**config.mk**
```make
export PLATFORM = sky130hd
export DESIGN_NAME = fst_entry
export DESIGN_NICKNAME = d
export VERILOG_FILES = /design/src/sv/tcp_flow_session_table_macros.svh /design/src/sv/fst_pkg.sv /design/src/sv/fst_entry.sv
export SDC_FILE = /design/constraint.sdc
export NUM_CORES = 1
export LEC_CHECK = 0
export BUFFER_PORTS_ARGS = -buffer_cell sky130_fd_sc_hd__buf_2
export CAP_MARGIN = 0
export CORE_ASPECT_RATIO = 1.25
export CORE_MARGIN = 3
export CORE_UTILIZATION = 49
export CTS_CLUSTER_DIAMETER = 100
export CTS_CLUSTER_SIZE = 40
export DETAILED_ROUTE_END_ITERATION = 10
export PLACE_DENSITY = 0.72
export SETUP_SLACK_MARGIN = 0.4
export SLEW_MARGIN = 30
export SYNTH_ARGS = -nofsm -noshare
export SYNTH_HDL_FRONTEND = slang
export SYNTH_SLANG_ARGS = --single-unit
```
**constraint.sdc**
```tcl
create_clock -name clock -period 4.4 [get_ports clock]
set_input_delay 0.88 -clock clock [delete_from_list [all_inputs] [get_ports clock]]
set_output_delay 0.88 -clock clock [all_outputs]
set_load 0.02 [all_outputs]
```
**src/sv/tcp_flow_session_table_macros.svh**
```systemverilog
// Assertion macros shared by the flow table modules.
// Each macro samples on clock and is disabled while reset is high.
`ifndef TCP_FLOW_SESSION_TABLE_MACROS_SVH
`define TCP_FLOW_SESSION_TABLE_MACROS_SVH

// The consequent must hold in the same cycle as the antecedent.
`define FST_ASSERT_SAME(label, ante, cons, msg) \
   label: assert property (@(posedge clock) disable iff (reset) (ante) |-> (cons)) \
      else $error(msg);

// The consequent must hold in the cycle after the antecedent.
`define FST_ASSERT_NEXT(label, ante, cons, msg) \
   label: assert property (@(posedge clock) disable iff (reset) (ante) |=> (cons)) \
      else $error(msg);

`endif

```
**src/sv/fst_pkg.sv**
```systemverilog
// Types, codes and the TCP state transition function of the flow table.
// Used by all flow table modules; depends on nothing.
package fst_pkg;

   localparam int FST_ENTRIES_DEF = 64;
   localparam int FST_HANDLE_W    = 6;
   localparam int FST_FLAGS_W     = 4;

   localparam int FL_SYN_BIT = 0;
   localparam int FL_ACK_BIT = 1;
   localparam int FL_FIN_BIT = 2;
   localparam int FL_RST_BIT = 3;

   typedef enum logic [1:0] {
      OP_FIND    = 2'd0,
      OP_CREATE  = 2'd1,
      OP_DESTROY = 2'd2,
      OP_UPDATE  = 2'd3
   } fst_op_type;

   typedef enum logic [1:0] {
      ST_OK        = 2'd0,
      ST_NOT_FOUND = 2'd1,
      ST_FULL      = 2'd2,
      ST_BAD_ENTRY = 2'd3
   } fst_status_type;

   typedef enum logic [1:0] {
      CONN_SYN_SENT   = 2'd0,
      CONN_ESTABLISHED = 2'd1,
      CONN_FIN_WAIT   = 2'd2,
      CONN_CLOSED     = 2'd3
   } fst_conn_type;

   typedef struct packed {
      logic                   wr_new;
      logic                   clear;
      logic                   advance;
      logic [FST_FLAGS_W-1:0] flags;
   } fst_cell_ctl_type;

   function automatic fst_conn_type fst_next_state(fst_conn_type st,
                                                    logic [FST_FLAGS_W-1:0] fl);
      fst_conn_type nxt;
      nxt = st;
      if (fl[FL_RST_BIT]) begin
         nxt = CONN_CLOSED;
      end else begin
         unique case (st)
            CONN_SYN_SENT: begin
               if (fl[FL_ACK_BIT] && !fl[FL_SYN_BIT]) nxt = CONN_ESTABLISHED;
            end
            CONN_ESTABLISHED: begin
               if (fl[FL_FIN_BIT]) nxt = CONN_FIN_WAIT;
            end
            CONN_FIN_WAIT: begin
               if (fl[FL_ACK_BIT]) nxt = CONN_CLOSED;
            end
            default: begin
               nxt = CONN_CLOSED;
            end
         endcase
      end
      return nxt;
   endfunction

endpackage

```
**src/sv/fst_entry.sv**
```systemverilog
// One flow table entry: stored tuple, connection state, valid flag and the
// forward and swapped tuple comparators. Depends on fst_pkg.
module fst_entry
   import fst_pkg::*;
(
   input  logic             clock,
   input  logic             reset,
   input  fst_cell_ctl_type ctl,
   input  logic [31:0]      src_addr,
   input  logic [31:0]      dst_addr,
   input  logic [15:0]      pkt_sport,
   input  logic [15:0]      pkt_dport,
   output logic             valid,
   output logic             fwd_hit,
   output logic             rev_hit,
   output fst_conn_type     conn_state
);

   logic         valid_ff, valid_in;
   logic [31:0]  src_ff;
   logic [31:0]  dst_ff;
   logic [31:0]  ports_ff;
   fst_conn_type state_ff, state_in;

   always_comb begin
      valid_in = valid_ff;
      if (ctl.wr_new) begin
         valid_in = 1'b1;
      end else if (ctl.clear) begin
         valid_in = 1'b0;
      end
   end

   always_comb begin
      state_in = state_ff;
      if (ctl.wr_new) begin
         state_in = CONN_SYN_SENT;
      end else if (ctl.advance) begin
         state_in = fst_next_state(state_ff, ctl.flags);
      end
   end

   always_ff @(posedge clock) begin
      if (reset) begin
         valid_ff <= 1'b0;
      end else begin
         valid_ff <= valid_in;
      end
   end

   always_ff @(posedge clock) begin
      state_ff <= state_in;
      if (ctl.wr_new) begin
         src_ff   <= src_addr;
         dst_ff   <= dst_addr;
         ports_ff <= {pkt_sport, pkt_dport};
      end
   end

   assign valid      = valid_ff;
   assign conn_state = state_ff;
   assign fwd_hit    = valid_ff && (src_ff == src_addr) && (dst_ff == dst_addr) &&
                       (ports_ff == {pkt_sport, pkt_dport});
   assign rev_hit    = valid_ff && (src_ff == dst_addr) && (dst_ff == src_addr) &&
                       (ports_ff == {pkt_dport, pkt_sport});

endmodule

```
# Word level (Yosys, flattened, before mapping)
# Index checks and enable logic that the tools add are counted.
op_classes:
  n_eq_ne: 11
  n_reduce_logical: 11
  n_mux: 7
op_table:
  columns: ["cell", "count"]
  rows:
  - ["32-bit == test", 6]
  - ["3-bit inequality test, second input constant", 3]
  - ["2-bit 2-to-1 mux", 4]
  - ["1-bit logical AND", 7]
  - ["2-bit one-hot mux with 3 select lines", 1]
  - ["4-bit AND reduction", 1]
  - ["2-bit by 1-bit == test with 1-bit output, second input constant", 1]
  - ["2-bit == test, second input constant", 1]
  - ["2-bit logical NOT", 1]
  - ["1-bit 2-to-1 mux", 2]
  - ["2-bit nonzero test", 1]
  - ["1-bit logical NOT", 1]
totals:
  in_bits: 105
  regBits: 99
  wordCells: 34
  output_inout_bits: 5

# Longest topological paths before layout
logic_depth:
  depth_word: 5
  mapped_depth: 5
  mapped_depth_nobuf: 5

# Worst setup path before layout
# OpenSTA, ideal clock, no wires.
synth_path:
  path_kind: "input to output"
  start: "input port src_addr[30]"
  end: "output port rev_hit"
  path_buffers: 0
  t_arrival_ps: 2063
  required_ps: 3520
  setup_slack_ps: 1457
  stages: 5
  cell_sequence: "nor2b_1 -> a2111oi_2 -> and4_1 -> nand4_1 -> nor4_2"
synth_between:
  elab_chain_len: 3
synth_rtl:
  columns: ["element", "line", "source"]
  rows:
  - ["from (decl)", "fst_entry.sv:9", "input logic [31:0] src_addr,"]
  - ["32-bit == test", "fst_entry.sv:64", "assign rev_hit = valid_ff && (src_ff == dst_addr) && (dst_ff == src_addr) &&"]
  - ["1-bit logical AND (2 in a row)", "fst_entry.sv:64", null]
  - ["to (decl)", "fst_entry.sv:15", "output logic rev_hit,"]
# Every way passes these cells.

# Worst setup path in the final report
layout_path:
  start: "input port pkt_dport[15]"
  end: "output port rev_hit"
layout_between:
  elab_chain_len: 2
layout_rtl:
  columns: ["element", "line", "source"]
  rows:
  - ["from (decl)", "fst_entry.sv:12", "input logic [15:0] pkt_dport,"]
  - ["32-bit == test", "fst_entry.sv:65", "(ports_ff == {pkt_dport, pkt_sport});"]
  - ["1-bit logical AND", "fst_entry.sv:64", null]
# Every way passes these cells.

==> key figures <==
Placement
  • Post-DP Area: 6030 µm²
  • Gpl congestion: 0.976
  • Input/output buffers: roughly 110
  • DPL Wire Length: 13800 µm

Die
  • DIE AREA: 12100 µm²
  • Core area: 10300 µm²
  • Die Ht: 122 µm
  • Initial Util: around 51%
  • IO Pins: 110
  • Die Span X: 99.1 µm
  • Cell Rows: 41

Timing
  • Max-slew headroom: 52.5%
  • Setup TNS: 0 ns
  • Clock skew: 0.000358 ns
  • Fmax: roughly 0.29 GHz
  • Fin crit share: 78.0%
  • Slew @ Worst Pin: a little over 0.7 ns
  • Pins Over Slew Limit: 0
  • RSZ-0062 raised after global routing: false
  • Hold Vio Cnt, Final: 0
  • Setup violators final: 0
  • Final worst path period need: around 3.4 ns

Clock network
  • TritonCTS Sinks: 99
  • CTS tree: built
  • Htree depth: 3
  • Reg clk slew, reported paths: 0.06 ns
  • Root Buffer: clkbuf_16
  • Postcts setup bufs: 0
  • Resized Gates After CTS: 0
  • CTS buffer count: 9
  • Worst-Skew Late Latency: between 0.3 and 0.4 ns
  • Clock buffer depth: 2
  • Post-CTS Hold Buffers: 0

Global route
  • First-pass GRT wire length: roughly 24000 µm
  • Largest net degree at the start of global routing: 77
  • GRT overflow: 0
  • Initial antenna violation count: 0
  • Vias in the first global route: approximately 4100
  • GRT Resource Usage Total: 28.3%

Logic synthesis
  • Register bit total from synthesis: between 90 and 100
  • Syn Std Cell Area: 5300 µm²
  • Ys Warns: 0
  • Mean Syn Cell Area: 12.5 µm²
  • Unique masters post-synth: 31
  • Syn nets: 531
  • Share of the synthesized area in the top cell type: between 50% and 60%
  • Synth Instances: ~430
  • Post-synth top flop: edfxtp_1
  • Sequential fraction of the synthesis area: 55.5%
  • Main area contributors after synthesis: edfxtp_1, xnor2_1, xor2_1
  • Yosys top cell by area: edfxtp_1
  • Ys async rst share: 0%
  • Number of enable flip-flop cells after synthesis: 96

Worst setup path
  • CP max FO: 3
  • CP peak stage delay: 0.45 ns
  • Crit Path Class: primary input to primary output
  • CP Data Arrival Time: 2.55 ns
  • Crit. End Element: primary output
  • CP required: 3.52 ns
  • Startpoint types: primary input
  • Crit-path most repeated cell: buf_2
  • CP cell instances: buf_2 > inv_1 > o22ai_1 > nor4_1 > nand4_1 > nor4_2 > buf_2
  • CP top delay family: simple AND/OR/NAND/NOR gates
  • Max stage delay cell, worst path: nor4_1
  • CP bufs+invs: 3

Power and ir drop
  • PD cells: around 370 nW/µm²
  • Peak supply drop: 233 µV
  • Lkg Pwr: 2.35 nW

Route
  • DRT Pass-1 Iters: 5
  • Detailed-route wire length per cell: 24.6 µm
  • Total wire length: 16800 µm
  • DR vias: 3977
  • # DRC: 0
  • Metal-1 WL: 6950 µm
  • Top sig layer: met4
  • Final ANT Viol Nets: 0
  • Met2 WL: ~8400 µm
  • Drt initial violations: 313
  • Via/cell ratio: 5.84
  • Met3 WL: 965 µm

Final layout
  • Final #Nets: ~650
  • Layout cells sized above 1: about 23%
  • Sequential cell area: 2940 µm²
  • Layout area overhead: 19.1%
  • Final Cell Area: 6310 µm²
  • Most common cell after layout, fill and taps aside: buf_2
  • Multi-input gate area: 2200 µm²
  • FILL cells: slightly below 900
  • Ant. Diodes: 0
  • Most frequent cells in the layout: buf_2, xnor2_1, edfxtp_1

Flow run
  • Max-Cap Viols: 0

Outcome
  • Status: finished, final reports clean

Worst hold path
  • Min-delay worst type: register to register
-- sequential cells by signal, indices dropped and copies added (netlist names) --
signal / cells
conn_state: 2
dst_ff: 32
ports_ff: 32
src_ff: 32
valid: 1
-- cell type report --
class / count / area share (%)
Clock buffer: 9 / 3.57
Clock inverter: 6 / 0.911
Inverter: 42 / 2.50
Multi-Input combinational cell: 285 / 34.9
Sequential cell: 99 / 46.6
Tap cell: 129 / 2.56
Timing Repair Buffer: 111 / 8.98
-- where the power goes --
| group | total (W) | internal (W) | switching [W] |
|---|---|---|---|
| Combinational | 0.000399 | 0.000173 | 0.000226 |
| Clock | 0.000768 | 0.000433 | 0.000335 |
| Sequential | 0.00119 | 0.00112 | 0.0000689 |
| Total | 0.00236 | 0.00173 | 0.000630 |
-- stage by stage --
step	utilization, %	std cells	total power (W)	hold slack, ns	setup WS, ns
6_report	61.2	681	0.00236	0.531	0.969
5_1_grt	61.2	681	0.00244	0.566	0.877
4_1_cts	61.2	681	0.00236	0.541	0.948
3_5_place_dp	58.5	666	0.00160	0.525	0.982
3_3_place_gp	58.5	666	0.00160	0.519	0.933
2_1_floorplan	-	426	0.00139	0.586	1.46
-- path summary, 6_finish.rpt --
path | start | to | cells after the start | slack (ns)
hold / removal | conn_state[1] | conn_state[1] | 2 | 0.53
setup / recovery | pkt_dport[15] | rev_hit | 7 | 0.97
hold reg to reg | conn_state[1] | conn_state[1] | 2 | 0.53
setup reg to reg | conn_state[1] | conn_state[0] | 4 | 3.33
-- worst register-to-register path: stages, from the launching register on --
cell and delay [ns]:
dfxtp_1 0.33, nand2b_1 0.14, a211o_1 0.28, a21oi_1 0.15, nor2_1 0.06
-- cell families (layout without fill, tap and decap cells) --
logic type | Yosys count | in the layout | share of synthesized area (%)
XOR/XNOR | 136 | 136 | 22.5
AND/OR/NAND/NOR | 95 | 95 | 11.0
buffers and inverters | 42 | 168 | 2.97
AO/OA/AOI/OAI | 54 | 54 | 8.07
flip-flops | 99 | 99 | 55.5
-- cell usage after synthesis (2+ instances only) --
cell,n
xor2_1,35
xnor2_1,101
o22ai_1,13
nor4_1,19
o21ai_0,2
o2bb2ai_1,6
edfxtp_1,96
a21oi_1,3
nand2b_1,22
nor3_1,3
or2b_1,2
o2111ai_1,8
nor2_1,8
a22o_1,7
o221ai_1,2
inv_1,41
dfxtp_1,3
nand3_1,3
nor4_2,2
nand4_1,30
nor2b_1,5
a22oi_1,2
a221oi_1,4
a221o_1,2
-- routing by layer --
| layer | track usage, % | vias up |
|---|---|---|
| met5 | 0 | - |
| met4 | 9.65 | 0 |
| met3 | 4.32 | 21 |
| met2 | 48.1 | 184 |
| met1 | 37.0 | 1950 |
| li1 | - | 1822 |
No activity file was read; power rests on OpenSTA's default activity.
